`config.mk`:
```
export PLATFORM = sky130hd
export DESIGN_NAME = glyph_bitmap_to_gray_pixels_unit
export DESIGN_NICKNAME = d
export VERILOG_FILES = /design/src/rtl/gbgp_pkg.sv /design/src/rtl/gbgp_pos.sv /design/src/rtl/glyph_bitmap_to_gray_pixels_unit.sv
export SDC_FILE = /design/constraint.sdc
export NUM_CORES = 1
export LEC_CHECK = 0
export ABC_AREA = 1
export BUFFER_PORTS_ARGS = -buffer_cell sky130_fd_sc_hd__buf_4
export CORE_ASPECT_RATIO = 0.8
export CORE_MARGIN = 5
export CORE_UTILIZATION = 54
export CTS_CLUSTER_DIAMETER = 150
export CTS_CLUSTER_SIZE = 30
export DETAILED_ROUTE_END_ITERATION = 10
export GPL_ROUTABILITY_DRIVEN = 0
export PLACE_DENSITY = 0.87
export RECOVER_POWER = 50
export SLEW_MARGIN = 30
export SYNTH_ARGS = -nofsm -noshare
export SYNTH_HDL_FRONTEND = slang
export SYNTH_SLANG_ARGS = --single-unit
export TNS_END_PERCENT = 30
```
`constraint.sdc`:
```
create_clock -name clk -period 3.3 [get_ports clk]
set_input_delay 0.33 -clock clk [delete_from_list [all_inputs] [get_ports clk]]
set_output_delay 0.33 -clock clk [all_outputs]
set_load 0.03 [all_outputs]
```
`src/rtl/gbgp_pkg.sv`:
```
package gbgp_pkg;

  // configuration register indexes
  localparam logic [1:0] CFG_TEXT_SHADE   = 2'd0;
  localparam logic [1:0] CFG_BACK_SHADE   = 2'd1;
  localparam logic [1:0] CFG_GLYPH_WIDTH  = 2'd2;
  localparam logic [1:0] CFG_GLYPH_HEIGHT = 2'd3;

  // register reset values
  localparam logic [3:0] TEXT_SHADE_RST   = 4'd15;
  localparam logic [3:0] BACK_SHADE_RST   = 4'd0;
  localparam logic [5:0] GLYPH_WIDTH_RST  = 6'd8;
  localparam logic [5:0] GLYPH_HEIGHT_RST = 6'd16;

  // limits of the glyph geometry
  localparam logic [4:0] MAX_ROW_BYTES  = 5'd16;
  localparam logic [5:0] MAX_ROWS       = 6'd32;
  localparam logic [4:0] MAX_PER_ITEM   = 5'd4;

  // what the position tracker decides for one font byte
  typedef struct packed {
    logic [2:0] count;      // output bytes this item gives, 1..4
    logic       glyph_end;  // last of them closes the glyph
  } gbgp_plan_t;

endpackage

```
`src/rtl/gbgp_pos.sv`:
```
module gbgp_pos import gbgp_pkg::*; (
  input  logic       clk,
  input  logic       rst_n,
  input  logic       advance,
  input  logic [5:0] glyph_width,
  input  logic [5:0] glyph_height,
  output gbgp_plan_t plan
);

  logic [3:0] column_pos_r, column_pos_nxt;
  logic [4:0] row_pos_r, row_pos_nxt;
  logic [4:0] row_bytes;
  logic [5:0] rows;
  logic [4:0] left;
  logic [2:0] count;
  logic       row_ends;
  logic       last_row;

  // clamp the glyph geometry
  always_comb begin
    row_bytes = glyph_width[5:1];
    if (row_bytes == 5'd0) begin
      row_bytes = 5'd1;
    end else if (row_bytes > MAX_ROW_BYTES) begin
      row_bytes = MAX_ROW_BYTES;
    end
    rows = glyph_height;
    if (rows == 6'd0) begin
      rows = 6'd1;
    end else if (rows > MAX_ROWS) begin
      rows = MAX_ROWS;
    end
  end

  // bytes left in the row and how many this item covers
  always_comb begin
    left = ({1'b0, column_pos_r} < row_bytes) ? (row_bytes - {1'b0, column_pos_r}) : 5'd1;
    row_ends = (left <= MAX_PER_ITEM);
    count = row_ends ? left[2:0] : MAX_PER_ITEM[2:0];
    last_row = ({1'b0, row_pos_r} + 6'd1 >= rows);
  end

  assign plan.count     = count;
  assign plan.glyph_end = row_ends & last_row;

  // next position in the glyph
  always_comb begin
    column_pos_nxt = column_pos_r;
    row_pos_nxt    = row_pos_r;
    if (advance) begin
      if (row_ends) begin
        column_pos_nxt = 4'd0;
        row_pos_nxt    = last_row ? 5'd0 : row_pos_r + 5'd1;
      end else begin
        column_pos_nxt = column_pos_r + {1'b0, count};
      end
    end
  end

  always_ff @(posedge clk) begin
    if (!rst_n) begin
      column_pos_r <= 4'd0;
      row_pos_r    <= 5'd0;
    end else begin
      column_pos_r <= column_pos_nxt;
      row_pos_r    <= row_pos_nxt;
    end
  end

endmodule

```
`src/rtl/glyph_bitmap_to_gray_pixels_unit.sv`:
```
// channel   ports                                      direction
// input     in_valid, in_stall, in_font_bits[7:0]      font byte in
// result    out_valid, out_stall, out_pixel_pair[7:0],
//           out_run_last, out_glyph_done               gray byte out
// config    cfg_we, cfg_index[1:0], cfg_wdata[5:0]     register write
//
// a font byte sits in the input register until each output byte it gives (1 to
// 4 of them, 4 for every byte that does not end a row) has moved on; the single
// output register takes one byte a cycle while out_stall does not hold it.
// the next font byte is taken in the cycle the last output byte of the current
// one moves to the output register. reset clears the glyph position, both
// valid flags and loads the register defaults. out_stall holds the output
// register and, through it, the input register.
module glyph_bitmap_to_gray_pixels_unit import gbgp_pkg::*; (
  input  logic       clk,
  input  logic       rst_n,
  input  logic       in_valid,
  output logic       in_stall,
  input  logic [7:0] in_font_bits,
  output logic       out_valid,
  input  logic       out_stall,
  output logic [7:0] out_pixel_pair,
  output logic       out_run_last,
  output logic       out_glyph_done,
  input  logic       cfg_we,
  input  logic [1:0] cfg_index,
  input  logic [5:0] cfg_wdata
);

  logic [3:0] text_shade_r;
  logic [3:0] back_shade_r;
  logic [5:0] glyph_width_r;
  logic [5:0] glyph_height_r;

  logic       hold_valid_r, hold_valid_nxt;
  logic [7:0] hold_bits_r, hold_bits_nxt;
  logic [2:0] hold_cnt_r, hold_cnt_nxt;
  logic       hold_end_r, hold_end_nxt;

  logic       out_valid_r, out_valid_nxt;
  logic [7:0] out_pixel_pair_r, out_pixel_pair_nxt;
  logic       out_run_last_r, out_run_last_nxt;
  logic       out_glyph_done_r, out_glyph_done_nxt;

  logic       out_adv;
  logic       emit;
  logic       hold_last;
  logic       in_take;
  gbgp_plan_t plan;

  // configuration registers
  always_ff @(posedge clk) begin
    if (!rst_n) begin
      text_shade_r   <= TEXT_SHADE_RST;
      back_shade_r   <= BACK_SHADE_RST;
      glyph_width_r  <= GLYPH_WIDTH_RST;
      glyph_height_r <= GLYPH_HEIGHT_RST;
    end else if (cfg_we) begin
      case (cfg_index)
        CFG_TEXT_SHADE:   text_shade_r   <= cfg_wdata[3:0];
        CFG_BACK_SHADE:   back_shade_r   <= cfg_wdata[3:0];
        CFG_GLYPH_WIDTH:  glyph_width_r  <= cfg_wdata;
        CFG_GLYPH_HEIGHT: glyph_height_r <= cfg_wdata;
        default: ;
      endcase
    end
  end

  // handshake
  assign out_adv   = !out_valid_r || !out_stall;
  assign emit      = hold_valid_r && out_adv;
  assign hold_last = (hold_cnt_r == 3'd1);
  assign in_stall  = hold_valid_r && !(emit && hold_last);
  assign in_take   = in_valid && !in_stall;

  gbgp_pos u_pos (
    .clk          (clk),
    .rst_n        (rst_n),
    .advance      (in_take),
    .glyph_width  (glyph_width_r),
    .glyph_height (glyph_height_r),
    .plan         (plan)
  );

  // input register: font byte and remaining output bytes
  always_comb begin
    hold_valid_nxt = hold_valid_r;
    hold_bits_nxt  = hold_bits_r;
    hold_cnt_nxt   = hold_cnt_r;
    hold_end_nxt   = hold_end_r;
    if (emit) begin
      hold_bits_nxt = {hold_bits_r[5:0], 2'b00};
      hold_cnt_nxt  = hold_cnt_r - 3'd1;
      if (hold_last) begin
        hold_valid_nxt = 1'b0;
      end
    end
    if (in_take) begin
      hold_valid_nxt = 1'b1;
      hold_bits_nxt  = in_font_bits;
      hold_cnt_nxt   = plan.count;
      hold_end_nxt   = plan.glyph_end;
    end
  end

  // output register: expand the top two bits into one gray byte
  always_comb begin
    out_valid_nxt      = out_valid_r;
    out_pixel_pair_nxt = out_pixel_pair_r;
    out_run_last_nxt   = out_run_last_r;
    out_glyph_done_nxt = out_glyph_done_r;
    if (out_adv) begin
      out_valid_nxt      = emit;
      out_pixel_pair_nxt = {hold_bits_r[7] ? text_shade_r : back_shade_r,
                            hold_bits_r[6] ? text_shade_r : back_shade_r};
      out_run_last_nxt   = hold_last;
      out_glyph_done_nxt = hold_last && hold_end_r;
    end
  end

  always_ff @(posedge clk) begin
    if (!rst_n) begin
      hold_valid_r <= 1'b0;
      out_valid_r  <= 1'b0;
    end else begin
      hold_valid_r <= hold_valid_nxt;
      out_valid_r  <= out_valid_nxt;
    end
    hold_bits_r      <= hold_bits_nxt;
    hold_cnt_r       <= hold_cnt_nxt;
    hold_end_r       <= hold_end_nxt;
    out_pixel_pair_r <= out_pixel_pair_nxt;
    out_run_last_r   <= out_run_last_nxt;
    out_glyph_done_r <= out_glyph_done_nxt;
  end

  assign out_valid      = out_valid_r;
  assign out_pixel_pair = out_pixel_pair_r;
  assign out_run_last   = out_run_last_r;
  assign out_glyph_done = out_glyph_done_r;

endmodule

```
==> summary.md, run 1 <==
| Metric | Value |
|---|---|
| Status | finished, final reports clean |
| Final hold vios | 0 |
| Core Region | 4920 sq um |
| Ant. Diodes | 0 |
| Nets | 408 |
| CP endpoint kind | flop |
| Crit Reg-Reg Endpoint | u_pos.column_pos_r[2] |
| Critical R2R Launch | glyph_width_r[4] |
| CTS tree | yes |
| Synth-to-layout area growth | 14.6% |
| CP required | 3.50 ns |
| Clock slew at reported path FFs | 0.09 ns |
| Hold WC Path Type | in2reg |
| Slew HR | 0.640 |
| Total Power | 0.00199 W |
| Post-synth cell types | 32 |
| Slew @ Worst Pin | 0.536 ns |
| Achievable frequency | 315 MHz |
| Clk root buf | clkbuf_8 |
| Setup ws final | 0.125 ns |
| Die width | 89.2 um |
| Starting DRT DRC Count | 141 |
| Register area share after synthesis | 0.466 |
| Syn_area_per_cell | 8.15 sq um |
| TritonRoute pass-1 iters | 5 |
| Crit path launch type | flop |
| Critical setup path kind | reg2reg |
| FILL cells | 422 |
| Max Clock Skew | 0.00477 ns |
| Max-cap violations | 0 |
| Crit share post-route | 0.962 |
| Worst Path Max Fanout | 3 |
| Final non-filler cell total | 432 |
| Residual DRC | 0 |
| Cell count after synthesis | 332 |
| CTS max path bufs | 2 |
| Setup violators final | 0 |
| Die H | 73.3 um |
| Pin count of the biggest net entering global routing | 28 |
| Ys async rst share | 0 |
| Core Util, Final | 0.630 |
| Main synth FF type | dfxtp_1 |
| Via density per instance | 5.19 |
| Final Routed Wirelength | 5.62 mm |
| First-pass GRT wire length | 9.64 mm |
| Initial Util | 0.550 |
| Syn_nets | 371 |
| Final Max Slew Viols | 0 |
| R2R setup slack | 0.13 ns |
| Port Buffer Count | 32 |
| Crit path to | u_pos.column_pos_r[2] |
| Post-synthesis cell area | 2710 sq um |
| Maximum VDD drop | 0.000326 V |
| Setup crit start | glyph_width_r[4] |
| PD cells | 643 nW/um^2 |
| Aggregate global routing overflow | 0 |
| Place WS | -0.0291 ns |
| I/O pin cnt | 33 |
| HPWL Detailed | 4.33 mm |
| DR WL/cell | 13.0 um |
| Number of synthesized register bits | 52 |
| Cells on worst reg2reg path | 17 |
| DRT antenna net count | 0 |
| Leakage | 1.48 nW |
| YS warnings | 0 |
| CP Data Arrival Time | 3.38 ns |
| Vias in the first global route | 2236 |
| Tmin final | 3.17 ns |
| Fraction of layout cells with a size suffix above 1 | 0.130 |
| CTS sink cnt | 52 |
| Via count | 2242 |
| Antenna violations before repair | 0 |
| Row cnt | 23 |
| Post-synth EDFFs | 22 |
| Num CTS Buffers | 5 |
| Placed Cells | 422 |
| Total track usage | 0.190 |
| Worst skew pair latency | 0.31 ns |
| Hold Slack | 0.237 ns |
| Hold_buf cts | 0 |
| H-tree Lvls | 2 |
| Die Footprint | 6540 sq um |
## stage by stage
| stage | TNS [ns] | cell area [sq um] |
|---|---|---|
| floorplan | 0 | 2710 |
| global placement | 0 | 3010 |
| detailed placement | -0.0291 | 3010 |
| CTS | 0 | 3110 |
| global route | -0.0227 | 3100 |
| finish | 0 | 3100 |
## synthesized netlist by cell type, types with 3 or more instances
library cell,instances,area share
a21oi_1,16,0.030
buf_2,3,0.0055
dfxtp_1,30,0.22
edfxtp_1,22,0.24
ha_1,16,0.074
inv_1,48,0.067
nand2_1,77,0.11
nand3_1,19,0.035
nor2_1,33,0.046
nor2_2,3,0.0069
nor3_1,5,0.0092
o21ai_0,29,0.054
xor2_1,6,0.019
## per-layer routing
layer | vias up | track usage | wire [um]
li1 | 1148 | - | -
met1 | 1030 | 0.233 | 2390
met2 | 53 | 0.331 | 2830
met3 | 11 | 0.0381 | 290
met4 | 0 | 0.0678 | 104
met5 | - | 0 | 0
## worst min-delay path by stage
| stage | from | to | depth (start not counted) | slack [ns] |
|---|---|---|---|---|
| final | in_valid | hold_valid_r | 3 | 0.24 |
| after global routing | in_valid | hold_valid_r | 3 | 0.25 |
| after CTS | in_valid | hold_valid_r | 3 | 0.23 |
| after detailed placement | back_shade_r[0] | back_shade_r[0] | 2 | 0.46 |
| after global placement | back_shade_r[1] | back_shade_r[1] | 2 | 0.45 |
| after floorplan | back_shade_r[3] | back_shade_r[3] | 2 | 0.44 |
## cell usage in the layout, fill, tap and decap left out, types with 3 or more instances in the layout
cell type / instances
a21oi_1: 16
buf_4: 25
clkbuf_1: 11
clkbuf_8: 5
dfxtp_1: 30
edfxtp_1: 22
ha_1: 16
inv_1: 48
nand2_1: 77
nand3_1: 19
nor2_1: 33
nor2_2: 3
nor3_1: 5
o21ai_0: 27
o21ai_1: 3
xor2_1: 6
## cells by family after synthesis
| family | count (synthesis) | synth area share |
|---|---|---|
| AO/OA/AOI/OAI | 52 | 0.104 |
| adder cells (fa/ha/maj) | 18 | 0.0888 |
| multiplexers | 1 | 0.00370 |
| AND/OR/NAND/NOR | 147 | 0.237 |
| XOR/XNOR | 7 | 0.0227 |
| flip-flops | 52 | 0.466 |
| buffers and inverters | 55 | 0.0777 |
## power by group
| group | internal (W) | switching, W |
|---|---|---|
| sequential | 0.000794 | 0.0000690 |
| clock | 0.000151 | 0.000212 |
| combinational | 0.000283 | 0.000485 |
| total | 0.00123 | 0.000766 |
## sequential cells by signal, indices dropped and copies added, names as in the netlist, 4 cells and up
name                flops
text_shade_r            4
hold_bits_r             8
out_pixel_pair          8
glyph_height_r          6
u_pos.column_pos_r      4
glyph_width_r           5
back_shade_r            4
u_pos.row_pos_r         5
## area by class of cell
| type | instances | area, sq um | area share |
|---|---|---|---|
| Clock buffer | 6 | 72.6 | 0.0234 |
| Clock inverter | 2 | 16.3 | 0.00525 |
| Inverter | 50 | 188 | 0.0605 |
| Multi-Input combinational cell | 225 | 1260 | 0.406 |
| Sequential cell | 52 | 1260 | 0.407 |
| Tap cell | 62 | 77.6 | 0.0250 |
| Timing Repair Buffer | 35 | 225 | 0.0726 |
## timing repair
action                     in CTS  in global routing
setup endpoints to repair       3                  3
buffers inserted                0                  2
pin swaps                       0                  1
gates resized for setup         2                  4
## critical path: stages (launching register included)
cell,delay [ns]
dfxtp_1,0.35
nor4_4,0.34
o21ai_0,0.13
ha_1,0.24
fa_2,0.39
inv_1,0.07
nand3_1,0.08
nand3_1,0.10
nand2_1,0.07
nand2_2,0.10
nand2_4,0.07
nand3_1,0.09
inv_1,0.05
ha_1,0.21
fa_1,0.38
xor2_1,0.17
o21ai_0,0.18
nor2_1,0.07
Power figures use the tool's default switching activity.
==> run 2: changes to the inputs <==
Settings changed: CELL_PAD_IN_SITES_DETAIL_PLACEMENT from default to 1, CELL_PAD_IN_SITES_GLOBAL_PLACEMENT from default to 1, CORE_UTILIZATION 54 to 43, PLACE_DENSITY 0.87 to 0.91.
==> run 2 against run 1 <==
- fmax rose by 2.4%
- largest cell class is now multi-input gates
- first-iteration DRC count fell by 49%
- via count rose by 2.7%
- die area rose by 22%
- global-route usage fell by 0.92 points
- routed wire length rose by 20%
- critical path depth did not move
- core utilization fell by 11 points
- sequential share of layout area fell by 0.29 points
- final cell count rose by 4.2%
==> summary.md, run 2 (same netlist as run 1, synthesis figures left out) <==
| Metric | Value |
|---|---|
| Hold WC Path Type | in2reg |
| CTS tree | yes |
| Critical setup path kind | reg2reg |
| First-pass GRT wire length | 11.4 mm (+19%) |
| Leakage | 1.48 nW (-0.65%) |
| Worst Path Max Fanout | 3 (unchanged) |
| Initial Util | 0.451 (-0.0993) |
| Final hold vios | 0 (unchanged) |
| Residual DRC | 0 (unchanged) |
| Hold_buf cts | 0 (unchanged) |
| Port Buffer Count | 32 (unchanged) |
| Maximum VDD drop | 0.000288 V (-12%) |
| CP required | 3.51 ns (about the same) |
| Tmin final | 3.10 ns (-0.0745 ns) |
| Synth-to-layout area growth | 15.5% |
| Starting DRT DRC Count | 72 (-49%) |
| Pin count of the biggest net entering global routing | 28 (unchanged) |
| Dpl cell area | 3030 sq um (+0.79%) |
| CP endpoint kind | flop |
| HPWL Detailed | 5.34 mm (+23%) |
| Core Region | 6010 sq um (+22%) |
| Final Routed Wirelength | 6.76 mm (+20%) |
| Clock slew at reported path FFs | 0.10 ns (about the same) |
| Slew @ Worst Pin | 0.831 ns (+0.294 ns) |
| Status | finished, final reports clean |
| H-tree Lvls | 2 (unchanged) |
| Commonest non-fill, non-tap cells in the layout | nand2_1 (77), inv_1 (48), nor2_1 (33) |
| Setup violators final | 0 (unchanged) |
| Fraction of layout cells with a size suffix above 1 | 0.136 (+0.00577) |
| FILL cells | 766 (+82%) |
| Via count | 2302 (+2.7%) |
| Achievable frequency | 323 MHz (+2.4%) |
| Worst skew pair latency | 0.31 ns (about the same) |
| Critical R2R Launch | glyph_width_r[4] |
| Via density per instance | 5.12 (-1.4%) |
| Aggregate global routing overflow | 0 (unchanged) |
| TritonRoute pass-1 iters | 4 (-1) |
| CTS sink cnt | 52 (unchanged) |
| R2R setup slack | 0.20 ns (+0.07 ns) |
| Die Footprint | 7990 sq um (+22%) |
| CTS max path bufs | 2 (unchanged) |
| Finished Cell Area | 3130 sq um (+0.81%) |
| Vias in the first global route | 2403 (+7.5%) |
| Final non-filler cell total | 450 (+4.2%) |
| Slew HR | 0.440 (-0.199) |
| DR WL/cell | 15.0 um (+16%) |
| Placed Cells | 441 (+4.5%) |
| Ant. Diodes | 0 (unchanged) |
| Row cnt | 25 (+8.7%) |
| Max Clock Skew | 0.00981 ns (+0.00504 ns) |
| CP Data Arrival Time | 3.31 ns (-0.07 ns) |
| Antenna violations before repair | 0 (unchanged) |
| Hold_sp | cfg_wdata[0] |
| Setup tns final | 0 ns (unchanged) |
| Max-cap violations | 0 (unchanged) |
| Total track usage | 0.181 (-0.00920) |
| I/O pin cnt | 33 (unchanged) |
| Setup crit start | glyph_width_r[4] |
| Num CTS Buffers | 5 (unchanged) |
| Die width | 98.7 um (+11%) |
| PD cells | 653 nW/um^2 (+1.5%) |
| Crit path launch type | flop |
| Nets | 407 (-0.25%) |
| Clk root buf | clkbuf_8 |
| DRT antenna net count | 0 (unchanged) |
| Final Max Slew Viols | 0 (unchanged) |
| RSZ-0062 raised after global routing | false |
| Most common cell after layout, fill and taps aside | nand2_1 |
| Crit share post-route | 0.940 (-0.0226) |
| Die H | 81.0 um (+10%) |
==> run 2: timing repair <==
| action | in CTS | in global routing |
|---|---|---|
| endpoints found under the setup margin | 1 | 3 |
| gates resized for setup | 1 | 11 |
| pin swaps | 0 | 3 |
| buffers inserted | 0 | 1 |
==> run 2: path summary, 6_finish.rpt <==
path | endpoint | cells past startpoint
hold / removal | text_shade_r[0] | 3
setup reg to reg | u_pos.column_pos_r[2] | 17
setup / recovery | u_pos.column_pos_r[2] | 17
hold reg to reg | back_shade_r[0] | 2
==> run 2: per-stage QoR <==
step / worst slack, ns / util / total power (W) / hold slack, ns
floorplan: 0.340 / - / 0.00144 / 0.440
global placement: 0.210 / 0.505 / 0.00162 / 0.454
detailed placement: 0.0298 / 0.505 / 0.00169 / 0.466
CTS: 0.0817 / 0.521 / 0.00206 / 0.234
global route: 0.00309 / 0.520 / 0.00220 / 0.237
finish: 0.200 / 0.520 / 0.00204 / 0.239
==> run 2: cell type report <==
type                            count  area (sq um)  share of cell area
Tap cell                           81           101              0.0324
Multi-Input combinational cell    225          1270               0.408
Timing Repair Buffer               34           210              0.0673
Clock inverter                      2          16.3             0.00520
Sequential cell                    52          1260               0.404
Inverter                           50           188              0.0600
Clock buffer                        6          72.6              0.0232
==> run 2: power breakdown <==
part           switching [W]  leakage [nW]  internal (W)
clock network       0.000212        0.0414      0.000151
registers          0.0000717         0.476      0.000794
logic               0.000526         0.958      0.000286
==> run 2: routing by layer <==
metal / global-route usage / share of wire
met3: 0.0318 / 0.026
met5: 0 / 0
met4: 0.0764 / 0.017
met1: 0.210 / 0.44
met2: 0.331 / 0.52
==> run 2: critical path: stages (launching register included) <==
cell and delay [ns]:
dfxtp_1 0.35, nor4_4 0.30, o21ai_0 0.14, ha_1 0.24
fa_2 0.37, inv_1 0.07, nand3_1 0.08, nand3_1 0.11
nand2_1 0.07, nand2_2 0.09, nand2_4 0.07, nand3_1 0.12
inv_1 0.06, ha_1 0.20, fa_1 0.38, xor2_1 0.17
o21ai_1 0.13, nor2_1 0.06
